--- src/rtl/core/cstrr_pkg.sv ---
// types and codes shared by the client/server table files
package cstrr_pkg;

  localparam logic [2:0] ACT_IGNORED   = 3'd0;
  localparam logic [2:0] ACT_UNCHANGED = 3'd1;
  localparam logic [2:0] ACT_MODIFIED  = 3'd2;
  localparam logic [2:0] ACT_INSERTED  = 3'd3;
  localparam logic [2:0] ACT_REPLACED  = 3'd4;

  localparam int unsigned ADDR_W = 32;

  typedef struct packed {
    logic              is_tcp;
    logic              has_payload;
    logic              established_original;
    logic [ADDR_W-1:0] client_addr;
    logic [ADDR_W-1:0] server_addr;
    logic [ADDR_W-1:0] gateway_candidate;
  } req_t;

  typedef struct packed {
    logic              table_changed;
    logic [2:0]        action;
    logic [3:0]        slot_index;
    logic [ADDR_W-1:0] gateway_addr;
  } rsp_t;

endpackage

--- src/rtl/core/cstrr_ram.sv ---
// generic single-port-write, registered-read ram
module cstrr_ram #(
  parameter int unsigned WIDTH = 64,
  parameter int unsigned DEPTH = 16
) (
  input  logic                                     clk,
  input  logic                                     wr_en,
  input  logic [(DEPTH > 1 ? $clog2(DEPTH) : 1)-1:0] wr_addr,
  input  logic [WIDTH-1:0]                         wr_data,
  input  logic                                     rd_en,
  input  logic [(DEPTH > 1 ? $clog2(DEPTH) : 1)-1:0] rd_addr,
  output logic [WIDTH-1:0]                         rd_data
);

  logic [WIDTH-1:0] mem [DEPTH];

  always_ff @(posedge clk) begin
    if (wr_en) begin
      mem[wr_addr] <= wr_data;
    end
    if (rd_en) begin
      rd_data <= mem[rd_addr];
    end
  end

endmodule

--- src/rtl/core/client_server_table_round_robin.sv ---
// top level: client/server address table with round-robin replacement
//
// usage:
//   req carries one packet item per valid/ready handshake. rsp returns
//   exactly one result item per request, in order, on its own valid/ready
//   channel.
//   an item that is not a TCP packet with payload on an established
//   connection in the original direction skips the scan and goes straight
//   to the finish state, and its result is offered from there.
//   a qualifying item scans the table one entry per cycle from entry 0
//   through a ram with a registered read; it finishes at the first
//   matching or empty entry. when the table is full, the round-robin
//   entry is replaced. one item is worked on at a time; the next item can
//   be taken in the same cycle that a result is offered.
//   the result sits in an output register, so a new item is taken while a
//   finished result still waits; a stalled receiver holds the next result
//   in its finish state and blocks further items until the register frees.
//   reset clears the per-entry valid flags (the table reads as all zero),
//   the round-robin pointer and the gateway register at once; no sweep.
module client_server_table_round_robin #(
  parameter int unsigned ENTRIES = 16
) (
  input  logic             clk,
  input  logic             rst,
  input  logic             req_valid,
  output logic             req_ready,
  input  cstrr_pkg::req_t  req,
  output logic             rsp_valid,
  input  logic             rsp_ready,
  output cstrr_pkg::rsp_t  rsp
);

  localparam int unsigned IDXW = (ENTRIES > 1) ? $clog2(ENTRIES) : 1;
  localparam int unsigned AW   = cstrr_pkg::ADDR_W;
  localparam logic [IDXW-1:0] LAST = IDXW'(ENTRIES - 1);

  localparam logic [1:0] S_IDLE = 2'd0;
  localparam logic [1:0] S_SCAN = 2'd1;
  localparam logic [1:0] S_DONE = 2'd2;

  logic [1:0]         state;
  logic [IDXW-1:0]    ridx;
  logic               iss;
  logic [IDXW-1:0]    chk_idx;
  logic               chk_vld;
  logic [IDXW-1:0]    rr_ptr;
  logic [AW-1:0]      gateway;
  logic [ENTRIES-1:0] vld;
  logic [AW-1:0]      cur_client;
  logic [AW-1:0]      cur_server;
  cstrr_pkg::rsp_t    res;

  logic               accept;
  logic               qualify;
  logic [AW-1:0]      gateway_next;
  logic [2*AW-1:0]    rd_data;
  logic [AW-1:0]      entry_key;
  logic [AW-1:0]      entry_srv;
  logic               hit;
  logic               empty;
  logic               full_end;
  logic               decide;
  logic               wr_en;
  logic [IDXW-1:0]    wr_addr;
  logic               out_free;

  assign req_ready = (state == S_IDLE);
  assign accept    = req_valid && req_ready;
  assign qualify   = req.is_tcp && req.has_payload && req.established_original;
  assign gateway_next = (gateway == '0) ? req.gateway_candidate : gateway;
  assign out_free  = !rsp_valid || rsp_ready;

  cstrr_ram #(
    .WIDTH (2 * AW),
    .DEPTH (ENTRIES)
  ) u_table (
    .clk     (clk),
    .wr_en   (wr_en),
    .wr_addr (wr_addr),
    .wr_data ({cur_client, cur_server}),
    .rd_en   (iss && (state == S_SCAN)),
    .rd_addr (ridx),
    .rd_data (rd_data)
  );

  assign entry_key = vld[chk_idx] ? rd_data[2*AW-1:AW] : '0;
  assign entry_srv = vld[chk_idx] ? rd_data[AW-1:0] : '0;

  always_comb begin
    hit      = (state == S_SCAN) && chk_vld && (entry_key == cur_client);
    empty    = (state == S_SCAN) && chk_vld && !hit && (entry_key == '0);
    full_end = (state == S_SCAN) && chk_vld && !hit && !empty && (chk_idx == LAST);
    decide   = hit || empty || full_end;
    wr_en    = (hit && (entry_srv != cur_server)) || empty || full_end;
    wr_addr  = full_end ? rr_ptr : chk_idx;
  end

  // control state
  always_ff @(posedge clk) begin
    if (rst) begin
      state     <= S_IDLE;
      ridx      <= '0;
      iss       <= 1'b0;
      chk_idx   <= '0;
      chk_vld   <= 1'b0;
      rr_ptr    <= '0;
      gateway   <= '0;
      vld       <= '0;
      rsp_valid <= 1'b0;
    end else begin
      if (rsp_valid && rsp_ready) begin
        rsp_valid <= 1'b0;
      end
      if (wr_en) begin
        vld[wr_addr] <= 1'b1;
      end
      case (state)
        S_IDLE: begin
          if (accept) begin
            ridx    <= '0;
            chk_vld <= 1'b0;
            if (qualify) begin
              gateway <= gateway_next;
              iss     <= 1'b1;
              state   <= S_SCAN;
            end else begin
              state <= S_DONE;
            end
          end
        end
        S_SCAN: begin
          if (decide) begin
            iss     <= 1'b0;
            chk_vld <= 1'b0;
            state   <= S_DONE;
            if (full_end) begin
              rr_ptr <= (rr_ptr == LAST) ? '0 : rr_ptr + 1'b1;
            end
          end else begin
            chk_vld <= iss;
            chk_idx <= ridx;
            if (iss) begin
              if (ridx == LAST) begin
                iss <= 1'b0;
              end else begin
                ridx <= ridx + 1'b1;
              end
            end
          end
        end
        S_DONE: begin
          if (out_free) begin
            rsp_valid <= 1'b1;
            state     <= S_IDLE;
          end
        end
        default: begin
          state <= S_IDLE;
        end
      endcase
    end
  end

  // payload
  always_ff @(posedge clk) begin
    if (accept) begin
      cur_client <= req.client_addr;
      cur_server <= req.server_addr;
      res.table_changed <= 1'b0;
      res.action        <= cstrr_pkg::ACT_IGNORED;
      res.slot_index    <= '0;
      res.gateway_addr  <= qualify ? gateway_next : gateway;
    end
    if (decide) begin
      res.table_changed <= wr_en;
      res.slot_index    <= 4'(wr_addr);
      if (hit) begin
        res.action <= (entry_srv != cur_server) ? cstrr_pkg::ACT_MODIFIED
                                                : cstrr_pkg::ACT_UNCHANGED;
      end else if (empty) begin
        res.action <= cstrr_pkg::ACT_INSERTED;
      end else begin
        res.action <= cstrr_pkg::ACT_REPLACED;
      end
    end
    if ((state == S_DONE) && out_free) begin
      rsp <= res;
    end
  end

endmodule

--- config.mk ---
export PLATFORM = sky130hd
export DESIGN_NAME = client_server_table_round_robin
export DESIGN_NICKNAME = d
export VERILOG_FILES = /design/src/rtl/core/cstrr_pkg.sv /design/src/rtl/core/cstrr_ram.sv /design/src/rtl/core/client_server_table_round_robin.sv
export SDC_FILE = /design/constraint.sdc
export NUM_CORES = 1
export LEC_CHECK = 0
export ABC_AREA = 1
export BUFFER_PORTS_ARGS = -buffer_cell sky130_fd_sc_hd__buf_2
export CELL_PAD_IN_SITES_DETAIL_PLACEMENT = 1
export CELL_PAD_IN_SITES_GLOBAL_PLACEMENT = 1
export CORE_MARGIN = 2
export CORE_UTILIZATION = 40
export DETAILED_ROUTE_END_ITERATION = 8
export PLACE_DENSITY_LB_ADDON = 0.1
export SLEW_MARGIN = 30
export SYNTH_ARGS = -nofsm -noshare
export SYNTH_HDL_FRONTEND = slang
export SYNTH_SLANG_ARGS = --single-unit
--- constraint.sdc ---
create_clock -name clk -period 14.2 [get_ports clk]
set_input_delay 2.84 -clock clk [delete_from_list [all_inputs] [get_ports clk]]
set_output_delay 2.84 -clock clk [all_outputs]
set_load 0.05 [all_outputs]
==> flow_results.org <==
** Clock tree
- The number of hold buffers added after CTS was 0.
- Clk buf depth :: 3
- The root buffer cell chosen for the clock tree is clkbuf_16.
- CTS resizes :: 0
- CTS tree :: done
- CTS sink cnt :: 1297
- The H-tree was split into 4 levels.
- After clock tree synthesis, the clock-pin slew on the worst setup and hold paths is 60 ps.
- Post-CTS timing repair inserted 0 buffers for setup.
- The later pin in the worst-skew pair is clocked with a latency of 780 ps.
- TritonCTS created 145 clock buffers.

** Synthesis
- Share of synthesized flip-flops with an asynchronous set or reset :: 0%
- Counting every net in the synthesized netlist gives 3660.
- The synthesized design contains 1232 enable-type register cells.
- #FFs+latches synth :: 1297
- Number of different library cells in the post-synthesis netlist :: 40
- Synthesis produced 3555 cells.
- For this run, the register share of the synthesized area comes to 75.7%.
- Commonest register cell after synthesis :: edfxtp_1
- Count of synthesis-stage warnings from yosys :: 0
- A synthesized cell averages about 14 um2.
- The cell area that synthesis handed to floorplanning was 50600 um2.

** Timing
- Post-route setup TNS :: 0 ps
- Final worst setup slack :: 8310 ps
- The number of pins exceeding their max-slew limit in the final report is 0.
- The count of endpoints failing hold in the final timing report was 0.
- Clock skew on the completed layout was measured at 26.3 ps.
- Final min period :: 5890 ps
- Headroom to the max-slew limit came out at 27.3%.
- Setup violations remaining at the end of the flow were counted as 0.
- Final period util :: 41.4%
- Setup repair after global routing missed its margin :: false
- At the pin with the least slew margin, the transition time is between 1000 and 1500 ps.
- Derived from the worst setup path, the maximum achievable clock frequency is 170 MHz.

** Place
- Placement-stage cell area :: 53200 um2
- Cell count after placement :: 5195
- In this run the tool buffered the top-level ports with 144 buffer cells.
- After legalization and detailed placement, the total HPWL measured 76000 um.
- At the end of routability-driven placement, the weighted congestion stood at 0.810.
- Worst setup timing slack at the placement stage :: 8170 ps

** Worst setup path
- Type of the worst setup path :: reg2reg
- Top delay family on crit path :: simple AND/OR/NAND/NOR gates
- At the worst endpoint, the arrival time is 6260 ps.
- Cell depth of the worst flop-to-flop path :: 16
- Slowest library cell on the worst path :: buf_4
- Cell mode on critical path :: nand2_1
- Sum of buffers and inverters on the critical path :: 3
- Kind of start point of the critical path :: flip-flop
- In this run the critical register-to-register path is captured at u_table.mem[0][28].
- For the worst setup path, the data required time is between 10000 and 15000 ps.
- Reg-to-reg slack, setup :: 8310 ps
- Of all nets on the critical path, the largest fanout is 87.
- Traced cell by cell, the critical path runs through inv_2, nand2_1, nand3_1, nand3_1, nand2_1, nand2_4, buf_4, o41ai_1, nand4_1, nor2_1, a21oi_4, nand3_4, o21ai_1, nand2_1, nor2_4, buf_4.
- Crit-path max cell delay :: 860 ps
- The worst setup path is captured at a flip-flop.
- Critical register-to-register path startpoint :: chk_idx[0]

** Final layout
- For this run, the number of standard cells in the final layout without fillers is 5452.
- The final layout contains 3800 nets.
- Non-Filler Cell Area, Final :: 57800 um2
- Post-synthesis to final-layout area growth :: 14.2%
- The library cell used most frequently in the layout, excluding fill and tap cells, is edfxtp_1.
- Of the cells placed in the final design, the portion with a size suffix greater than 1 is 12.2%.
- Area used by multi-input combinational logic :: 11000 um2
- In the layout the commonest cells are edfxtp_1, nor2_1, nand2_1, o21ai_0.
- Counting the fill cells in the layout gives 12418.
- Flip-flop and latch area :: about 38000 um2

** Route
- In the routed layout, each cell is associated on average with a via count of 5.57.
- After detailed routing, the average wire length per cell comes to roughly 26 um.
- The count of nets left with antenna violations once routing finished came out at 0.
- Wires add up to 139000 um.
- Initial DRC Count :: roughly 2300
- Detailed Routing Iterations Pass 1 :: 5
- Count of vias placed by the detailed router :: roughly 30000
- After detailed routing, the number of remaining DRC violations is 0.

** Min path
- The worst hold path terminates at rsp[10].
- Hold Startpoint :: res[10]
- In this run the worst hold path is classified as reg2reg.
- Hold Crit Depth :: 0

** Global routing
- Global routing consumed, over all layers together, 21.4% of the routing resources.
- The number of antenna violations at the first check in global routing is 2.
- Pin count of the biggest net entering global routing :: 204
- Via count of the first global-routing pass :: 31928
- First-pass GRT wire length :: 208000 um
- The total overflow left after global routing is 0.

** Die
- In this run the count of I/O pins placed on the die edge is 145.
- Area of the core region :: around 130000 um2
- In this run the horizontal extent of the chip is approximately 360 um.
- From bottom edge to top edge, the die measures 360 um.
- The die covers 129000 um2.
- Row generation in the floorplan step produced 130 rows.
- Effective utilization at floorplan :: 40.3%

** Pwr
- Switch share :: 22.4%
- Peak ir drop on the vdd network :: between 0.1 and 0.15 mV
- The clock network is responsible for 43.1% of the overall power.
- Dividing total power by cell area gives a power density of 143 nW/um2.
- Per report_power, the combinational group accounts for 4.4% of the total.
- Net switching power :: between 1500 and 2000 uW
- Register share of total power :: 52.5%
- The completed layout was analyzed and its total power is 8240 uW.
- Internal power :: 6400 uW
- In this run the static leakage power is approximately 0.019 uW.

** Job
- Across the run, the number of max-cap violations was 0.

** Run status
- The flow ran to the end, and the final reports show no timing, DRC or antenna violations.
-- worst max-delay path by stage --
stage	from	endpoint	slack, ps	cells past startpoint
2_1_floorplan	req_valid	res[32]	5610	4
3_3_place_gp	chk_idx[0]	u_table.mem[2][30]	8370	20
3_5_place_dp	chk_idx[0]	u_table.mem[10][7]	8170	20
4_1_cts	chk_idx[0]	u_table.mem[10][47]	8150	20
5_1_grt	chk_idx[0]	u_table.mem[0][28]	7850	20
6_report	chk_idx[0]	u_table.mem[0][28]	8310	16
-- cell usage after synthesis (2+ instances only) --
library cell,count,area (um2)
a21oi_1,18,90.1
a21oi_2,4,35.0
buf_1,33,124
buf_2,5,25.0
buf_4,4,30.0
buf_6,8,90.1
clkbuf_1,168,631
dfxtp_1,65,1300
edfxtp_1,1232,37000
ha_1,2,25.0
inv_1,140,526
inv_2,7,26.3
mux2i_1,202,2020
nand2_1,391,1470
nand2_2,2,12.5
nand2_4,4,45.0
nand3_1,120,601
nand3_2,4,40.0
nand3b_1,17,128
nand4_1,15,93.8
nor2_1,452,1700
nor2_2,8,50.1
nor2_4,2,22.5
nor3_1,4,20.0
nor4_1,4,25.0
o211ai_1,54,405
o21ai_0,294,1470
o21ai_1,3,15.0
o221ai_1,202,1770
o32ai_1,54,473
o41ai_1,7,61.3
xor2_1,22,193
-- state kept, by name, summed over array words and instances, names as in the netlist --
register	cells
gateway	32
cur_client	32
cur_server	32
rr_ptr	4
vld	16
state	2
u_table.mem	1024
rsp	40
rsp_valid	1
ridx	4
res	40
u_table.rd_data	64
chk_vld	1
iss	1
chk_idx	4
-- per-layer routing --
metal / vias up / GRT usage (%) / wire length [um]
met5: - / 0 / 11
met4: 2 / 6.02 / 2760
met3: 186 / 3.61 / 5850
met2: 669 / 34.7 / 66400
met1: 15891 / 29.9 / 64100
li1: 13614 / - / -
-- layout make-up --
| cell class | instances | area share, % |
|---|---|---|
| flip-flops and latches | 1297 | 66.3 |
| multi-input cells | 1892 | 19.0 |
| clock buffers | 191 | 6.84 |
| well taps | 1650 | 3.57 |
| repair buffers | 212 | 2.44 |
| inverters | 147 | 1.00 |
| clock inverters | 62 | 0.858 |
| diodes | 1 | 0.00433 |
-- kinds of logic after synthesis --
group,Yosys count,share of synthesized area [%]
muxes,202,4.00
buffers and inverters,366,2.90
xor gates and xnor gates,22,0.381
and+or+nand+nor,1025,8.35
adders and majority gates,2,0.0494
DFF,1297,75.7
AOI/OAI and AO/OA,641,8.64
-- worst reg2reg max path: cells and delay by family, from the launching register on --
family,cells,cell delay [ps]
and+or+nand+nor,10,2070
buffers and inverters,3,1770
AOI/OAI and AO/OA,3,860
DFF,1,710
-- stage by stage --
| stage | utilization, % | hold slack [ps] |
|---|---|---|
| floorplan | - | 400 |
| global placement | 42.3 | 402 |
| detailed placement | 42.4 | 408 |
| CTS | 45.9 | 419 |
| global route | 46.0 | 423 |
| finish | 46.0 | 417 |
-- power by group through the flow --
stage / clock network [uW] / logic [uW] / registers [uW]
2_1_floorplan: 0 / 202 / 4410
5_1_grt: 3780 / 400 / 4330
6_report: 3560 / 362 / 4330
4_1_cts: 3640 / 366 / 4330
3_3_place_gp: 0 / 354 / 4400
3_5_place_dp: 0 / 364 / 4410
(Power assumes the default switching activity.)
